<file path="src/sv/csvt_pkg.sv">
// ----------------------------------------------------------------------------
// csvt_pkg
// Types and constants shared by the CSV byte tokenizer modules.
// ----------------------------------------------------------------------------
`default_nettype none

package csvt_pkg;

   localparam logic [7:0] CH_COMMA = 8'h2C;
   localparam logic [7:0] CH_QUOTE = 8'h22;
   localparam logic [7:0] CH_CR    = 8'h0D;
   localparam logic [7:0] CH_LF    = 8'h0A;

   // Result queue depth and the width of its fill count.
   localparam int QDEPTH = 3;
   localparam int QCW    = 2;

   typedef enum logic [2:0] {
      MODE_NORMAL     = 3'd0,
      MODE_QUOTED     = 3'd1,
      MODE_QUOTE_SEEN = 3'd2,
      MODE_CR_SEEN    = 3'd3,
      MODE_ERROR      = 3'd4
   } csvt_mode_type;

   typedef enum logic [1:0] {
      KIND_BYTE      = 2'd0,
      KIND_FIELD_END = 2'd1,
      KIND_ROW_END   = 2'd2,
      KIND_ERROR     = 2'd3
   } csvt_kind_type;

   typedef struct packed {
      csvt_kind_type kind;
      logic [7:0]    field_byte;
      logic          last_of_run;
   } csvt_result_type;

   // Up to two results caused by one request, in order.
   typedef struct packed {
      logic [1:0]      count;
      csvt_result_type r0;
      csvt_result_type r1;
   } csvt_pair_type;

   typedef struct packed {
      logic [QCW-1:0] count;
   } csvt_qstat_type;

endpackage

`default_nettype wire

</file>
<file path="src/sv/csvt_decode.sv">
// ----------------------------------------------------------------------------
// csvt_decode
// Tokenizer state machine: turns one registered request into up to two
// results and advances the parser state when the request is consumed.
// ----------------------------------------------------------------------------
`default_nettype none

module csvt_decode import csvt_pkg::*; (
   input  wire logic          clock,
   input  wire logic          reset,
   input  wire logic          step,
   input  wire logic [7:0]    text_byte,
   input  wire logic          end_of_text,
   output csvt_pair_type      pair
);

   csvt_mode_type mode_ff, mode_in, mode_mid;
   logic          row_open_ff, row_open_in, row_open_mid;

   // Byte part of the transition.
   always_comb begin
      mode_mid     = mode_ff;
      row_open_mid = row_open_ff;
      unique case (mode_ff)
         MODE_QUOTED: begin
            if (text_byte == CH_QUOTE) mode_mid = MODE_QUOTE_SEEN;
         end
         MODE_QUOTE_SEEN: begin
            if (text_byte == CH_QUOTE) begin
               mode_mid = MODE_QUOTED;
            end else if (text_byte == CH_COMMA) begin
               mode_mid = MODE_NORMAL;
            end else if (text_byte == CH_CR) begin
               mode_mid = MODE_CR_SEEN;
            end else begin
               mode_mid = MODE_ERROR;
            end
         end
         MODE_CR_SEEN: begin
            if (text_byte == CH_LF) begin
               mode_mid     = MODE_NORMAL;
               row_open_mid = 1'b0;
            end else begin
               mode_mid = MODE_ERROR;
            end
         end
         MODE_ERROR: begin
            mode_mid = MODE_ERROR;
         end
         default: begin
            mode_mid = MODE_NORMAL;
            if (text_byte == CH_QUOTE) begin
               mode_mid     = MODE_QUOTED;
               row_open_mid = 1'b1;
            end else if (text_byte == CH_CR) begin
               mode_mid = MODE_CR_SEEN;
            end else begin
               row_open_mid = 1'b1;
            end
         end
      endcase
   end

   // Next state: the end of the text returns everything to reset.
   always_comb begin
      if (end_of_text) begin
         mode_in     = MODE_NORMAL;
         row_open_in = 1'b0;
      end else begin
         mode_in     = mode_mid;
         row_open_in = row_open_mid;
      end
   end

   // Outputs.
   always_comb begin
      logic          b_v, e_v;
      csvt_kind_type b_kind, e_kind;
      logic [7:0]    b_byte;
      b_v    = 1'b0;
      b_kind = KIND_BYTE;
      b_byte = 8'h00;
      e_v    = 1'b0;
      e_kind = KIND_ERROR;
      unique case (mode_ff)
         MODE_QUOTED: begin
            if (text_byte != CH_QUOTE) begin
               b_v    = 1'b1;
               b_byte = text_byte;
            end
         end
         MODE_QUOTE_SEEN: begin
            if (text_byte == CH_QUOTE) begin
               b_v    = 1'b1;
               b_byte = CH_QUOTE;
            end else if (text_byte == CH_COMMA) begin
               b_v    = 1'b1;
               b_kind = KIND_FIELD_END;
            end else if (text_byte != CH_CR) begin
               b_v    = 1'b1;
               b_kind = KIND_ERROR;
            end
         end
         MODE_CR_SEEN: begin
            b_v    = 1'b1;
            b_kind = (text_byte == CH_LF) ? KIND_ROW_END : KIND_ERROR;
         end
         MODE_ERROR: begin
            b_v = 1'b0;
         end
         default: begin
            if (text_byte == CH_COMMA) begin
               b_v    = 1'b1;
               b_kind = KIND_FIELD_END;
            end else if (text_byte != CH_QUOTE && text_byte != CH_CR) begin
               b_v    = 1'b1;
               b_byte = text_byte;
            end
         end
      endcase

      if (end_of_text) begin
         unique case (mode_mid)
            MODE_QUOTED, MODE_CR_SEEN: begin
               e_v    = 1'b1;
               e_kind = KIND_ERROR;
            end
            MODE_QUOTE_SEEN: begin
               e_v    = 1'b1;
               e_kind = KIND_ROW_END;
            end
            MODE_ERROR: begin
               e_v = 1'b0;
            end
            default: begin
               e_v    = row_open_mid;
               e_kind = KIND_ROW_END;
            end
         endcase
      end

      pair.count = {1'b0, b_v} + {1'b0, e_v};
      if (b_v) begin
         pair.r0 = '{kind: b_kind, field_byte: b_byte, last_of_run: !e_v};
         pair.r1 = '{kind: e_kind, field_byte: 8'h00, last_of_run: 1'b1};
      end else begin
         pair.r0 = '{kind: e_kind, field_byte: 8'h00, last_of_run: 1'b1};
         pair.r1 = '{kind: e_kind, field_byte: 8'h00, last_of_run: 1'b1};
      end
   end

   always_ff @(posedge clock) begin
      if (reset) begin
         mode_ff     <= MODE_NORMAL;
         row_open_ff <= 1'b0;
      end else if (step) begin
         mode_ff     <= mode_in;
         row_open_ff <= row_open_in;
      end
   end

endmodule

`default_nettype wire

</file>
<file path="src/sv/csvt_rsp_queue.sv">
// ----------------------------------------------------------------------------
// csvt_rsp_queue
// Shifting result queue: takes up to two results per cycle and presents
// the oldest one on the response channel from a fixed head register.
// ----------------------------------------------------------------------------
`default_nettype none

module csvt_rsp_queue import csvt_pkg::*; (
   input  wire logic          clock,
   input  wire logic          reset,
   input  wire logic          push,
   input  wire csvt_pair_type pair,
   input  wire logic          pop,
   output csvt_result_type    head,
   output logic               head_valid,
   output csvt_qstat_type     stat
);

   csvt_result_type q_ff [QDEPTH];
   csvt_result_type q_in [QDEPTH];
   logic [QCW-1:0]  cnt_ff, cnt_in;
   logic [QCW-1:0]  base;

   assign base = cnt_ff - {{(QCW-1){1'b0}}, pop};

   always_comb begin
      for (int i = 0; i < QDEPTH; i++) begin
         csvt_result_type src;
         if (pop && i < QDEPTH - 1) begin
            src = q_ff[(i + 1) % QDEPTH];
         end else begin
            src = q_ff[i];
         end
         if (QCW'(i) < base || !push) begin
            q_in[i] = src;
         end else if (QCW'(i) == base) begin
            q_in[i] = pair.r0;
         end else begin
            q_in[i] = pair.r1;
         end
      end
      cnt_in = base + (push ? QCW'(pair.count) : '0);
   end

   always_ff @(posedge clock) begin
      for (int i = 0; i < QDEPTH; i++) q_ff[i] <= q_in[i];
   end

   always_ff @(posedge clock) begin
      if (reset) cnt_ff <= '0;
      else       cnt_ff <= cnt_in;
   end

   assign head       = q_ff[0];
   assign head_valid = (cnt_ff != '0);
   assign stat.count = cnt_ff;

endmodule

`default_nettype wire

</file>
<file path="src/sv/csv_byte_tokenizer.sv">
// ----------------------------------------------------------------------------
// csv_byte_tokenizer
// Streaming CSV tokenizer: one text byte per request, field bytes and
// field-end, row-end and error marks out.
// ----------------------------------------------------------------------------
// The first result of a request passes from the input register to the result
// queue head before it is presented; the input register holds the request
// while the queue lacks room for its results.
// Throughput: one request per cycle while the result queue has room; a request
// with two results presents them in turn, absorbed by a three-entry result queue.
// Reset clears the parser state, the input register valid and the queue.
`default_nettype none

module csv_byte_tokenizer import csvt_pkg::*; (
   input  wire logic       clock,
   input  wire logic       reset,
   input  wire logic       req_valid,
   output logic            req_ready,
   input  wire logic [7:0] req_text_byte,
   input  wire logic       req_end_of_text,
   output logic            rsp_valid,
   input  wire logic       rsp_ready,
   output logic [1:0]      rsp_kind,
   output logic [7:0]      rsp_field_byte,
   output logic            rsp_last_of_run
);

   logic            in_v_ff, in_v_in;
   logic [7:0]      in_byte_ff;
   logic            in_eot_ff;
   logic            move, pop;
   logic [QCW:0]    room_need;
   csvt_pair_type   pair;
   csvt_result_type head;
   csvt_qstat_type  stat;

   csvt_decode u_decode (
      .clock       (clock),
      .reset       (reset),
      .step        (move),
      .text_byte   (in_byte_ff),
      .end_of_text (in_eot_ff),
      .pair        (pair)
   );

   assign pop = rsp_valid && rsp_ready;

   // The registered request moves on once its results fit after this pop.
   assign room_need = {1'b0, stat.count} - {{QCW{1'b0}}, pop} + (QCW+1)'(pair.count);
   assign move      = in_v_ff && (room_need <= (QCW+1)'(QDEPTH));
   assign req_ready = !in_v_ff || move;

   always_comb begin
      in_v_in = in_v_ff;
      if (req_valid && req_ready) in_v_in = 1'b1;
      else if (move)              in_v_in = 1'b0;
   end

   always_ff @(posedge clock) begin
      if (reset) in_v_ff <= 1'b0;
      else       in_v_ff <= in_v_in;
   end

   always_ff @(posedge clock) begin
      if (req_valid && req_ready) begin
         in_byte_ff <= req_text_byte;
         in_eot_ff  <= req_end_of_text;
      end
   end

   csvt_rsp_queue u_queue (
      .clock      (clock),
      .reset      (reset),
      .push       (move),
      .pair       (pair),
      .pop        (pop),
      .head       (head),
      .head_valid (rsp_valid),
      .stat       (stat)
   );

   assign rsp_kind        = head.kind;
   assign rsp_field_byte  = head.field_byte;
   assign rsp_last_of_run = head.last_of_run;

   a_queue_bound: assert property (@(posedge clock) disable iff (reset)
      stat.count <= QCW'(QDEPTH))
      else $error("result queue overfilled");

   a_no_lost_request: assert property (@(posedge clock) disable iff (reset)
      (in_v_ff && !move) |=> (in_v_ff && $stable(in_byte_ff) && $stable(in_eot_ff)))
      else $error("stalled input register changed");

   a_idle_after_reset: assert property (@(posedge clock)
      $past(reset) |-> (!rsp_valid && !in_v_ff))
      else $error("activity right after reset");

endmodule

`default_nettype wire
</file>
<file path="config.mk">
export PLATFORM = sky130hd
export DESIGN_NAME = csv_byte_tokenizer
export DESIGN_NICKNAME = d
export VERILOG_FILES = /design/src/sv/csvt_pkg.sv /design/src/sv/csvt_decode.sv /design/src/sv/csvt_rsp_queue.sv /design/src/sv/csv_byte_tokenizer.sv
export SDC_FILE = /design/constraint.sdc
export NUM_CORES = 1
export LEC_CHECK = 0
export BUFFER_PORTS_ARGS = -buffer_cell sky130_fd_sc_hd__buf_2
export CAP_MARGIN = 15
export CORE_UTILIZATION = 50
export CTS_CLUSTER_SIZE = 14
export DETAILED_ROUTE_END_ITERATION = 8
export HOLD_SLACK_MARGIN = 0.05
export PLACE_DENSITY = 0.69
export SKIP_LAST_GASP = 1
export SLEW_MARGIN = 10
export SYNTH_ARGS = -nofsm -noshare
export SYNTH_HDL_FRONTEND = slang
export SYNTH_HIERARCHICAL = 1
export SYNTH_SLANG_ARGS = --single-unit
</file>
<file path="constraint.sdc">
create_clock -name clock -period 5.9 [get_ports clock]
set_input_delay 0.295 -clock clock [delete_from_list [all_inputs] [get_ports clock]]
set_output_delay 0.295 -clock clock [all_outputs]
set_load 0.02 [all_outputs]
</file>
==> impl_results.md, run 1 <==
* Post-Syn Area at ~0.0030 mm^2
* Std cell rows at 27
* Status: finished, final reports clean
* Worst endpoint required time at approximately 5.9 ns
* Synthesized instance count at around 270
* Series of cell instances along the critical path: nor3b_4 > nand2_2 > or4_4 > a21o_2 > a31oi_1 > ha_1 > inv_1 > ha_1 > fa_1 > xor2_1 > and2_1 > and2_1 > or2_2
* Final routed DRC violation total at 0
* Actual transition at the worst max-transition pin at between 0.8 and 0.9 ns
* Class of the tightest hold or removal check: in -> reg
* RSZ-0062 raised after global routing: false
* Post-Route Setup TNS at 0 ns
* Switch share at about a third
* Main combinational cell family by area after synthesis: simple AND/OR/NAND/NOR gates
* Maximum buffer depth of the clock tree at 2
* Post-route total power at between 1 and 1.5 mW
* Time the worst path needs with I/O delays and setup at between 4 and 5 ns
* CTS clock-pin slew for the worst setup and hold paths at ~0.09 ns
* Synth Area in Adders at 3.16%
* Endpoints failing hold at 0
* Cell types with the highest counts after synthesis: sky130_fd_sc_hd__edfxtp_1, sky130_fd_sc_hd__a21oi_1, sky130_fd_sc_hd__buf_4
* Congestion Overflow GR at 0
* Worst stage delay on the critical path at ~0.47 ns
* Global-route wire length before repair at 8520 um
* Number of iterations in the first detailed-routing pass at 4
* Area fraction in compound gates after synthesis at ~12%
* Die width at 79.6 um
* Area fraction of the dominant cell type after synthesis at between 40% and 50%
* Worst-case headroom to the max-slew limit at ~40%
* Startpoint type of the worst setup path: flop
* Starting density of the core at between 50% and 60%
* Largest driver fanout on the critical path at 14
* Yosys warnings at 6
* Simple-gate share of the synthesized area at between 10 and 15%
* Filler cells at roughly 480
* Number of buffers and inverters on the critical path at 1
* Worst setup skew after layout at between 0.007 and 0.008 ns
* Wire length per cell at between 10 and 15 um
* Clock tree sinks at approximately 50
* Sequential-to-total area share from yosys stat at between 40% and 50%
* Category of the critical setup timing path: reg -> reg
* Worst path top cell family by delay: simple AND/OR/NAND/NOR gates
* Die Outline Area at about 0.0063 mm^2
* Power per cell area at approximately 460 mW/mm^2
* Arrival time of data at the critical path endpoint at approximately 4.6 ns
* Clock Tree Root: sky130_fd_sc_hd__clkbuf_8
* Net switching power figure at between 0.4 and 0.5 mW
* Crit end category: flop
* Height of the die at approximately 80 um
* Clock latency on the worst-skew pair at about 0.3 ns
* Cell taking the most area after synthesis: sky130_fd_sc_hd__edfxtp_1
* Placer congestion estimate at around 0.93
* Final Max Slew Viols at 0
* Number of hold-repair buffers added at the cts stage at 0
* Achievable Freq at 0.219 GHz
* Internal power at slightly below 1 mW
* Number of vias in the routed layout at around 1900
* Number of nets with antenna violations after detailed routing at 0
* Vias in the first global route at ~1800
* Area Growth Syn to Fin at 5.74%
* Post-cts resize count at 0
* Distinct cells, synth at 56
* Cell type of the slowest stage on the worst timing path: sky130_fd_sc_hd__fa_1
* Combinational cell fraction of total power at ~41%
* Total inserted antenna cells at 0
* Initial detailed-routing violation count at ~140
* Number of maximum-capacitance constraint violations at 0
* Final WL at 5100 um
* Hold Worst Slack at roughly 0.16 ns
* TritonCTS clock tree: done
* Final worst-path cycle share at 77.6%
* Setup slack after layout at roughly 1.3 ns
* Maximum level of the CTS H-tree at 2
* Number of CTS-inserted buffers at 5
* Placement Setup Slack at 1.34 ns
* Core area at 0.00564 mm^2
* Pin count of the biggest net entering global routing at 18
* Synthesized flop and latch total at between 40 and 50
* Async S/R FF share, synth at 0%
* Total track usage at roughly 18%
* Number of antenna violations at the first check in global routing at 0
* Multiplexer fraction of the synthesized cell area at 13.7%
* Cell with the most instances after synthesis: sky130_fd_sc_hd__edfxtp_1
* Share of post-route cells with drive strength above 1 at ~28%
* Final-report setup violation count at 0
* Post-CTS setup-driven buffer insertion count at 0
* Number of top-level pins at 26
* Clock network fraction of design power at 19.3%
* Main area contributors after synthesis: sky130_fd_sc_hd__edfxtp_1, sky130_fd_sc_hd__buf_4, sky130_fd_sc_hd__mux2_2
* Peak supply drop at 0.000211 V
* Avg Cell Area, Syn at 11.3 um^2
* Final-stage net count at 295
* Post-detailed-route via-to-cell ratio at 5.43
* Leakage power total at 1.25 nW
* Number of port buffers at 25
* EDFF count, synth at 42
* DP HPWL at between 3000 and 4000 um
* Post-Synth XOR/XNOR Area at 2.00%
* Register share of total power at a little under 40%
* Main synth FF type: sky130_fd_sc_hd__edfxtp_1
==> cells in the final DEF (no fill, tap or decap), types with 5 or more instances in the layout <==
cell and count:
sky130_fd_sc_hd__nor2_1 5, sky130_fd_sc_hd__mux2i_1 12, sky130_fd_sc_hd__buf_2 25, sky130_fd_sc_hd__nand2b_1 5, sky130_fd_sc_hd__ha_1 6, sky130_fd_sc_hd__nor3_1 5
sky130_fd_sc_hd__conb_1 10, sky130_fd_sc_hd__a21oi_1 29, sky130_fd_sc_hd__mux2_2 14, sky130_fd_sc_hd__clkbuf_8 5, sky130_fd_sc_hd__nor2b_1 5, sky130_fd_sc_hd__dfxtp_1 7
sky130_fd_sc_hd__nand2_1 11, sky130_fd_sc_hd__mux2_4 9, sky130_fd_sc_hd__inv_1 11, sky130_fd_sc_hd__and2_1 9, sky130_fd_sc_hd__edfxtp_1 42
==> sequential cells by signal, indices dropped and copies added, names as in the netlist <==
register and cells:
in_byte_ff 8, in_eot_ff 1, in_v_ff 1, u_decode/mode_ff 3
u_decode/row_open_ff 1, u_queue/q_ff 33, u_queue/stat 2
==> layer usage <==
| layer | track usage [%] | vias up | wire length (um) |
|---|---|---|---|
| met2 | 29.8 | 62 | 2430 |
| li1 | - | 954 | - |
| met3 | 3.54 | 6 | 253 |
| met1 | 23.3 | 868 | 2360 |
| met5 | 0 | - | 0 |
| met4 | 4.91 | 0 | 59 |
==> logic make-up after synthesis <==
kind of cell,count (synthesis)
AO/OA/AOI/OAI,57
other,2
AND/OR/NAND/NOR,66
buffers and inverters,44
flip-flops,49
multiplexers,35
XOR/XNOR,6
adder cells (fa/ha/maj),7
==> final timing paths <==
path	start	end	slack [ns]	cells after the start
max	in_byte_ff[2]	u_queue/q_ff[0][15]	1.32	13
min	req_text_byte[1]	in_byte_ff[1]	0.16	1
max reg2reg	in_byte_ff[2]	u_queue/q_ff[0][15]	1.32	13
min reg2reg	in_v_ff	in_v_ff	0.52	2
==> power by group through the flow <==
stage	combinational [mW]	clock, mW	sequential (mW)
final	0.609	0.284	0.579
after CTS	0.616	0.291	0.581
after global placement	0.599	0	0.584
after detailed placement	0.614	0	0.589
after floorplan	0.557	0	0.577
after global routing	0.677	0.305	0.589
==> through the flow <==
stage	std cells	instance area (um^2)	util, %
final	348	3180	56.4
after global routing	348	3180	56.4
after CTS	348	3180	56.4
after detailed placement	340	3040	54.0
after global placement	340	3040	54.0
after floorplan	274	3040	-
==> final cells by class <==
type | count | area [um^2] | share of cell area [%]
clock buffers | 5 | 68.8 | 2.16
well taps | 72 | 90.1 | 2.83
multi-input cells | 181 | 1370 | 43.1
inverters | 11 | 41.3 | 1.30
flip-flops and latches | 49 | 1400 | 44.0
repair buffers | 27 | 140 | 4.40
clock inverters | 3 | 68.8 | 2.16
Power figures use the tool's default switching activity.
==> inputs of run 2 (changes only) <==
- clock period: 5.9 -> 4.7 ns (I/O delays scaled with it)
==> run 2 against run 1 <==
Worst setup slack got worse by 0.80 ns; via count fell by 0.79%; sequential power rose by 25%; final cell count is 1.1% higher; maximum frequency grew 9.6%; utilization rose by 0.53 points; final area rose by 0.94%; sequential share of layout area down 0.41 points; largest cell class unchanged.
==> impl_results.md, run 2 (synthesis results as in run 1) <==
* Register share of total power at 38.8% (-0.5 points)
* Congestion Overflow GR at 0 (unchanged)
* Net switching power figure at 0.623 mW (+27%)
* Pin count of the biggest net entering global routing at 18 (unchanged)
* Largest registers ranked by flip-flop count: u_queue/q_ff: 33 flops, in_byte_ff: 8 flops, u_decode/mode_ff: 3 flops
* Most frequent standard cell in the layout excluding fill and tap cells: sky130_fd_sc_hd__edfxtp_1
* TritonCTS clock tree: done
* Cell type of the slowest stage on the worst timing path: sky130_fd_sc_hd__fa_1
* Peak supply drop at 0.000296 V (+41%)
* Register with the highest flop count: u_queue/q_ff
* Final routed DRC violation total at 0 (unchanged)
* Start point of the critical path: in_byte_ff[2]
* Final-report setup violation count at 0 (unchanged)
* Number of buffers and inverters on the critical path at 2 (+1)
* Arrival time of data at the critical path endpoint at 4.13 ns (-0.44 ns)
* Capture point of the worst path: u_queue/q_ff[0][23]
* Number of vias in the routed layout at 1875 (-0.79%)
* Final standard cell utilization of the core at 56.9% (+0.53 points)
* Number of CTS-inserted buffers at 5 (unchanged)
* Final WL at 5170 um (+1.5%)
* Height of the die at 79.6 um (unchanged)
* Cell depth of the worst setup path at 13 (unchanged)
* Die width at 79.6 um (unchanged)
* Largest driver fanout on the critical path at 13 (-1)
* Met1 Wirelength at 2570 um (+9.2%)
* Final-stage net count at 299 (+1.4%)
* Number of iterations in the first detailed-routing pass at 4 (unchanged)
* Total track usage at 17.6% (-0.17 points)
* CTS clock-pin slew for the worst setup and hold paths at 0.09 ns (about the same)
* Logic depth of the worst register-to-register path at 13 (unchanged)
* Filler cells at 507 (+6.5%)
* Clock network fraction of design power at 19.4% (about the same)
* Commonest cells after routing, fill and taps aside: sky130_fd_sc_hd__edfxtp_1, sky130_fd_sc_hd__a21oi_1, sky130_fd_sc_hd__buf_2
* Placer congestion estimate at 0.927 (-0.57%)
* Die Outline Area at 0.00633 mm^2 (unchanged)
* Time the worst path needs with I/O delays and setup at 4.18 ns (-0.399 ns)
* Worst endpoint required time at 4.65 ns (-1.25 ns)
* Flip-flop count of the largest register, all copies and words added at 33 (unchanged)
* FF/Latch Area at 0.00140 mm^2 (unchanged)
* Achievable Freq at 0.239 GHz (+9.6%)
* Endpoint of the most critical register-to-register path: u_queue/q_ff[0][23]
* Final Max Slew Viols at 0 (unchanged)
* Leakage power total at 1.27 nW (+1.6%)
* Core area at 0.00564 mm^2 (unchanged)
* Top cell by count, worst path: sky130_fd_sc_hd__ha_1
* Post-CTS setup-driven buffer insertion count at 0 (unchanged)
* Power per cell area at 581 mW/mm^2 (+26%)
* Actual transition at the worst max-transition pin at 0.835 ns (-0.0485 ns)
* RR Startpoint: in_byte_ff[2]
* Endpoints failing hold at 0 (unchanged)
* Category of the critical setup timing path: reg -> reg
* Hold Worst Slack at 0.104 ns (-0.0608 ns)
* Starting density of the core at 53.3% (unchanged)
* Crit end category: flop
* Maximum level of the CTS H-tree at 2 (unchanged)
* Number of antenna violations at the first check in global routing at 0 (unchanged)
* Number of port buffers at 25 (unchanged)
* Setup slack, reg-to-reg at 0.52 ns (-0.80 ns)
* Setup slack after layout at 0.523 ns (-0.801 ns)
* Total inserted antenna cells at 0 (unchanged)
* Final worst-path cycle share at 88.9% (+11 points)
* Worst setup skew after layout at 0.00836 ns (+0.00120 ns)
* Combined area of the multi-input logic cells at 0.00137 mm^2 (unchanged)
* Top Metal Used: met4
* Post-detailed-route via-to-cell ratio at 5.33 (-1.9%)
* DP HPWL at 3930 um (+0.25%)
* Status: finished, final reports clean
* Internal power at 1.24 mW (+27%)
* Startpoint type of the worst setup path: flop
* Maximum buffer depth of the clock tree at 2 (unchanged)
* Initial detailed-routing violation count at 73 (-47%)
* Vias in the first global route at 1771 (+0.68%)
* Post-cts resize count at 0 (unchanged)
* Clock Tree Root: sky130_fd_sc_hd__clkbuf_8
* Clock tree sinks at 49 (unchanged)
* Placement Setup Slack at 0.501 ns (-0.836 ns)
* Area Growth Syn to Fin at 6.74%
* Share of post-route cells with drive strength above 1 at 28.6% (+1.0 points)
* Number of top-level pins at 26 (unchanged)
* Worst path top cell family by delay: simple AND/OR/NAND/NOR gates
* Clock latency on the worst-skew pair at 0.30 ns (about the same)
* Routed length on met3 at 172 um (-32%)
* Global-route wire length before repair at 8470 um (-0.56%)
* Number of hold-repair buffers added at the cts stage at 0 (unchanged)
* Number of nets with antenna violations after detailed routing at 0 (unchanged)
* Combinational cell fraction of total power at 41.8% (+0.4 points)
* Wire length per cell at 14.7 um (+0.32%)
* Worst stage delay on the critical path at 0.47 ns (about the same)
* Switch share at 33.4% (-0.046 points)
* Class of the tightest hold or removal check: in -> reg
* Std cell rows at 27 (unchanged)
* Series of cell instances along the critical path: nor3b_4 > nand2_2 > or4_4 > a21o_2 > a31oi_1 > ha_1 > inv_1 > ha_1 > fa_1 > xor2_1 > and2_1 > buf_4 > o21a_1
* Metal2 WL at 2330 um (-4.0%)
* RSZ-0062 raised after global routing: false
* Number of maximum-capacitance constraint violations at 0 (unchanged)
* Worst-case headroom to the max-slew limit at 44.3% (+3.2 points)
* Post-Route Setup TNS at 0 ns (unchanged)
run 2: layout make-up:
type	instances	area share [%]
flip-flops and latches	49	43.6
multi-input cells	181	42.7
repair buffers	31	5.30
well taps	72	2.80
clock buffers	5	2.14
clock inverters	3	2.14
inverters	11	1.29
run 2: worst min path at each step:
stage | startpoint | to | slack (ns) | cells past startpoint
floorplan | reset | u_decode/mode_ff[1] | 0.30 | 1
global placement | req_text_byte[0] | in_byte_ff[0] | 0.41 | 1
detailed placement | req_text_byte[0] | in_byte_ff[0] | 0.41 | 1
CTS | req_end_of_text | in_eot_ff | 0.09 | 1
global route | req_text_byte[0] | in_byte_ff[0] | 0.09 | 1
finish | req_end_of_text | in_eot_ff | 0.10 | 1
run 2: per-layer routing:
layer  vias up  global-route usage (%)
met5         -                       0
met4         0                    6.73
met3        10                    3.54
met2        39                    28.2
met1       867                    23.4
li1        959                       -
run 2: power by group through the flow:
stage	Combinational, mW	Sequential, mW	Clock [mW]
final	0.780	0.725	0.361
after CTS	0.784	0.726	0.371
after floorplan	0.699	0.724	0
after global placement	0.764	0.731	0
after detailed placement	0.781	0.736	0
after global routing	0.858	0.738	0.382
run 2: stage by stage:
stage / instances / cell area [um^2] / power [mW]
after detailed placement: 344 / 3070 / 1.52
after floorplan: 274 / 3040 / 1.42
after global placement: 344 / 3070 / 1.49
final: 352 / 3210 / 1.87
after CTS: 352 / 3210 / 1.88
after global routing: 352 / 3210 / 1.98
==> inputs of run 3 (changes only) <==
- ABC_AREA: default -> 1
==> run 3 against run 2 <==
Sequential share of layout area grew 0.24 points; final area shrank 0.55%; worst setup slack gained 0.31 ns; maximum frequency grew 7.9%; total power shrank 11%.
==> impl_results.md, run 3 <==
* Largest registers ranked by flip-flop count: u_queue/q_ff: 33 flops, in_byte_ff: 8 flops, u_decode/mode_ff: 3 flops
* Std cell rows at 28 (+3.7%)
* Final routed DRC violation total at 0 (unchanged)
* Achievable Freq at 0.258 GHz (+7.9%)
* Final worst-path cycle share at 82.3% (-6.5 points)
* Number of port buffers at 25 (unchanged)
* Vias in the first global route at 2023 (+14%)
* Die Outline Area at 0.00647 mm^2 (+2.2%)
* Largest driver fanout on the critical path at 14 (+1)
* Most frequent standard cell in the layout excluding fill and tap cells: sky130_fd_sc_hd__nand2_1
* Startpoint of the lowest-slack hold path: req_end_of_text
* Number of top-level pins at 26 (unchanged)
* Main synth FF type: sky130_fd_sc_hd__edfxtp_1
* Status: finished, final reports clean
* EDFF count, synth at 42 (unchanged)
* Power per cell area at 519 mW/mm^2 (-11%)
* Total track usage at 17.6% (about the same)
* Global-route wire length before repair at 8710 um (+2.8%)
* Congestion Overflow GR at 0 (unchanged)
* Async S/R FF share, synth at 0% (unchanged)
* Post-detailed-route via-to-cell ratio at 4.71 (-12%)
* Synthesized flop and latch total at 49 (unchanged)
* Area Growth Syn to Fin at 3.78%
* Yosys warnings at 6 (unchanged)
* Number of hold-repair buffers added at the cts stage at 0 (unchanged)
* Clock latency on the worst-skew pair at 0.30 ns (about the same)
* RR Startpoint: in_byte_ff[6]
* Worst setup skew after layout at 0.00640 ns (-0.00196 ns)
* Number of nets with antenna violations after detailed routing at 0 (unchanged)
* Post-Syn Area at 0.00308 mm^2 (+2.3%)
* Cell with the most instances after synthesis: sky130_fd_sc_hd__nand2_1
* Final WL at 5020 um (-3.0%)
* Number of iterations in the first detailed-routing pass at 4 (unchanged)
* Instance count after placement with tap cells included at 455 (+32%)
* Post-cts resize count at 0 (unchanged)
* Number of CTS-inserted buffers at 5 (unchanged)
* Logic depth of the worst register-to-register path at 21 (+8)
* Post-CTS setup-driven buffer insertion count at 0 (unchanged)
* Distinct cells, synth at 30 (-46%)
* Core area at 0.00592 mm^2 (+4.9%)
* Final cell count without fillers at 463 (+32%)
* Class of the tightest hold or removal check: in -> reg
* DP HPWL at 3850 um (-2.1%)
* Worst-case headroom to the max-slew limit at 59.1% (+15 points)
* Pin count of the biggest net entering global routing at 25 (+7)
* Maximum level of the CTS H-tree at 2 (unchanged)
* Cell types with the highest counts after synthesis: sky130_fd_sc_hd__nand2_1, sky130_fd_sc_hd__inv_1, sky130_fd_sc_hd__edfxtp_1
* CTS clock-pin slew for the worst setup and hold paths at 0.09 ns (about the same)
* RSZ-0062 raised after global routing: false
* Area fraction of the dominant cell type after synthesis at 41.0% (-0.94 points)
* Count of cells along the worst hold path at 1 (unchanged)
* Endpoints failing hold at 0 (unchanged)
* Worst endpoint required time at 4.65 ns (about the same)
* Time the worst path needs with I/O delays and setup at 3.87 ns (-0.308 ns)
* Wire length per cell at 10.8 um (-26%)
* Sequential-to-total area share from yosys stat at 45.5% (-1.0 points)
* Maximum buffer depth of the clock tree at 2 (unchanged)
* Synthesized instance count at 374 (+41%)
* Clock Tree Root: sky130_fd_sc_hd__clkbuf_8
* TritonCTS clock tree: done
* Number of vias in the routed layout at 2180 (+16%)
* Share of post-route cells with drive strength above 1 at 22.2% (-6.4 points)
* Starting density of the core at 52.0% (-1.4 points)
* Flip-flop count of the largest register, all copies and words added at 33 (unchanged)
* Cell taking the most area after synthesis: sky130_fd_sc_hd__edfxtp_1
* Main area contributors after synthesis: sky130_fd_sc_hd__edfxtp_1, sky130_fd_sc_hd__nand2_1, sky130_fd_sc_hd__inv_1
* Placer congestion estimate at 0.825 (-11%)
* Clock tree sinks at 49 (unchanged)
* Hold Worst Slack at 0.110 ns (+0.00623 ns)
* Sink of the worst hold path: in_eot_ff
* Avg Cell Area, Syn at 8.23 um^2 (-27%)
* Register with the highest flop count: u_queue/q_ff
* Commonest cells after routing, fill and taps aside: sky130_fd_sc_hd__nand2_1, sky130_fd_sc_hd__inv_1, sky130_fd_sc_hd__edfxtp_1
* Arrival time of data at the critical path endpoint at 3.82 ns (-0.31 ns)
* Crit end category: flop
* Die width at 80.5 um (+1.1%)
* Leakage power total at 1.50 nW (+18%)
* Startpoint type of the worst setup path: flop
* Height of the die at 80.5 um (+1.1%)
* Post-Route Setup TNS at 0 ns (unchanged)
* Final-stage net count at 407 (+36%)
* Peak supply drop at 0.000247 V (-17%)
* Final Max Slew Viols at 0 (unchanged)
* Total inserted antenna cells at 0 (unchanged)
* Category of the critical setup timing path: reg -> reg
* Setup slack, reg-to-reg at 0.83 ns (+0.31 ns)
* Endpoint of the most critical register-to-register path: u_queue/q_ff[0][10]
* Initial detailed-routing violation count at 125 (+71%)
* Number of antenna violations at the first check in global routing at 0 (unchanged)
* Actual transition at the worst max-transition pin at 0.612 ns (-0.223 ns)
* Number of maximum-capacitance constraint violations at 0 (unchanged)
* Final-report setup violation count at 0 (unchanged)
-- run 3: changes by cell type in the layout (fill, tap and decap cells not counted), sizes merged, moves of 6 or more --
| cell | before | now |
|---|---|---|
| nand3 | 4 | 16 |
| inv | 12 | 50 |
| nor2 | 5 | 40 |
| nand2 | 12 | 144 |
| mux2 | 23 | 0 |
| a21oi | 30 | 13 |
| and2 | 10 | 0 |
| o21ai | 5 | 14 |
| mux2i | 12 | 0 |
| nand2b | 6 | 0 |
-- run 3: cells by family after synthesis --
| logic type | count (synthesis) | synth area share, % |
|---|---|---|
| other cells | 2 | 0.244 |
| buf+inv | 79 | 13.6 |
| fa+ha+maj | 7 | 3.09 |
| compound gates | 31 | 7.15 |
| simple gates | 206 | 30.4 |
| flops | 49 | 45.5 |
-- run 3: final cells by class --
cell class,instances,area (um^2)
clock buffer,5,68.8
clock inverter,3,17.5
fill,561,2730
inverter,51,193
multi-input combinational,254,1290
sequential,49,1400
tap,75,93.8
timing repair buffer,26,133
-- run 3: worst max-delay path, cell delays in order, from the launching register on --
cell,delay (ns)
sky130_fd_sc_hd__edfxtp_1,0.37
sky130_fd_sc_hd__inv_1,0.09
sky130_fd_sc_hd__nand2_2,0.09
sky130_fd_sc_hd__nor2_2,0.17
sky130_fd_sc_hd__nand2_2,0.13
sky130_fd_sc_hd__nand2_1,0.11
sky130_fd_sc_hd__nand2_1,0.06
sky130_fd_sc_hd__nand2_2,0.09
sky130_fd_sc_hd__nand2_2,0.07
sky130_fd_sc_hd__nand3_1,0.08
sky130_fd_sc_hd__nand2_1,0.05
sky130_fd_sc_hd__inv_1,0.07
sky130_fd_sc_hd__ha_1,0.17
sky130_fd_sc_hd__inv_1,0.05
sky130_fd_sc_hd__ha_1,0.31
sky130_fd_sc_hd__fa_1,0.44
sky130_fd_sc_hd__inv_1,0.06
sky130_fd_sc_hd__nand2_1,0.06
sky130_fd_sc_hd__a21boi_0,0.16
sky130_fd_sc_hd__buf_4,0.20
sky130_fd_sc_hd__nand3_2,0.25
sky130_fd_sc_hd__nand2_1,0.46
-- run 3: worst max path at each step --
stage / startpoint / endpoint / slack [ns] / cells past startpoint
floorplan: in_byte_ff[0] / u_queue/q_ff[0][0] / 0.75 / 21
global placement: in_byte_ff[6] / u_queue/q_ff[0][1] / 0.98 / 21
detailed placement: in_byte_ff[6] / u_queue/q_ff[0][2] / 0.81 / 21
CTS: in_byte_ff[6] / u_queue/q_ff[0][0] / 0.79 / 21
global route: in_byte_ff[4] / u_queue/q_ff[0][10] / 0.43 / 21
finish: in_byte_ff[6] / u_queue/q_ff[0][10] / 0.83 / 21
-- run 3: per-layer routing --
metal  vias up  part of all wire, %  GRT usage [%]
met5         -                    0              0
met4         0                  1.1           6.96
met3         4                  2.8           3.30
met2        39                   48           30.2
met1       959                   48           21.7
li1       1178                    -              -
-- run 3: where the power goes --
group	internal, mW	total [mW]	switching [mW]
clock network	0.103	0.238	0.135
logic	0.206	0.705	0.499
registers	0.679	0.714	0.0357
-- run 3: stage by stage --
step / worst slack [ns] / power, mW / cell area, um^2 / utilization (%)
after floorplan: 0.750 / 1.36 / 3110 / -
after global placement: 0.977 / 1.41 / 3110 / 52.5
after detailed placement: 0.812 / 1.43 / 3110 / 52.5
after CTS: 0.788 / 1.68 / 3190 / 54.0
after global routing: 0.428 / 1.79 / 3190 / 54.0
final: 0.830 / 1.66 / 3190 / 54.0
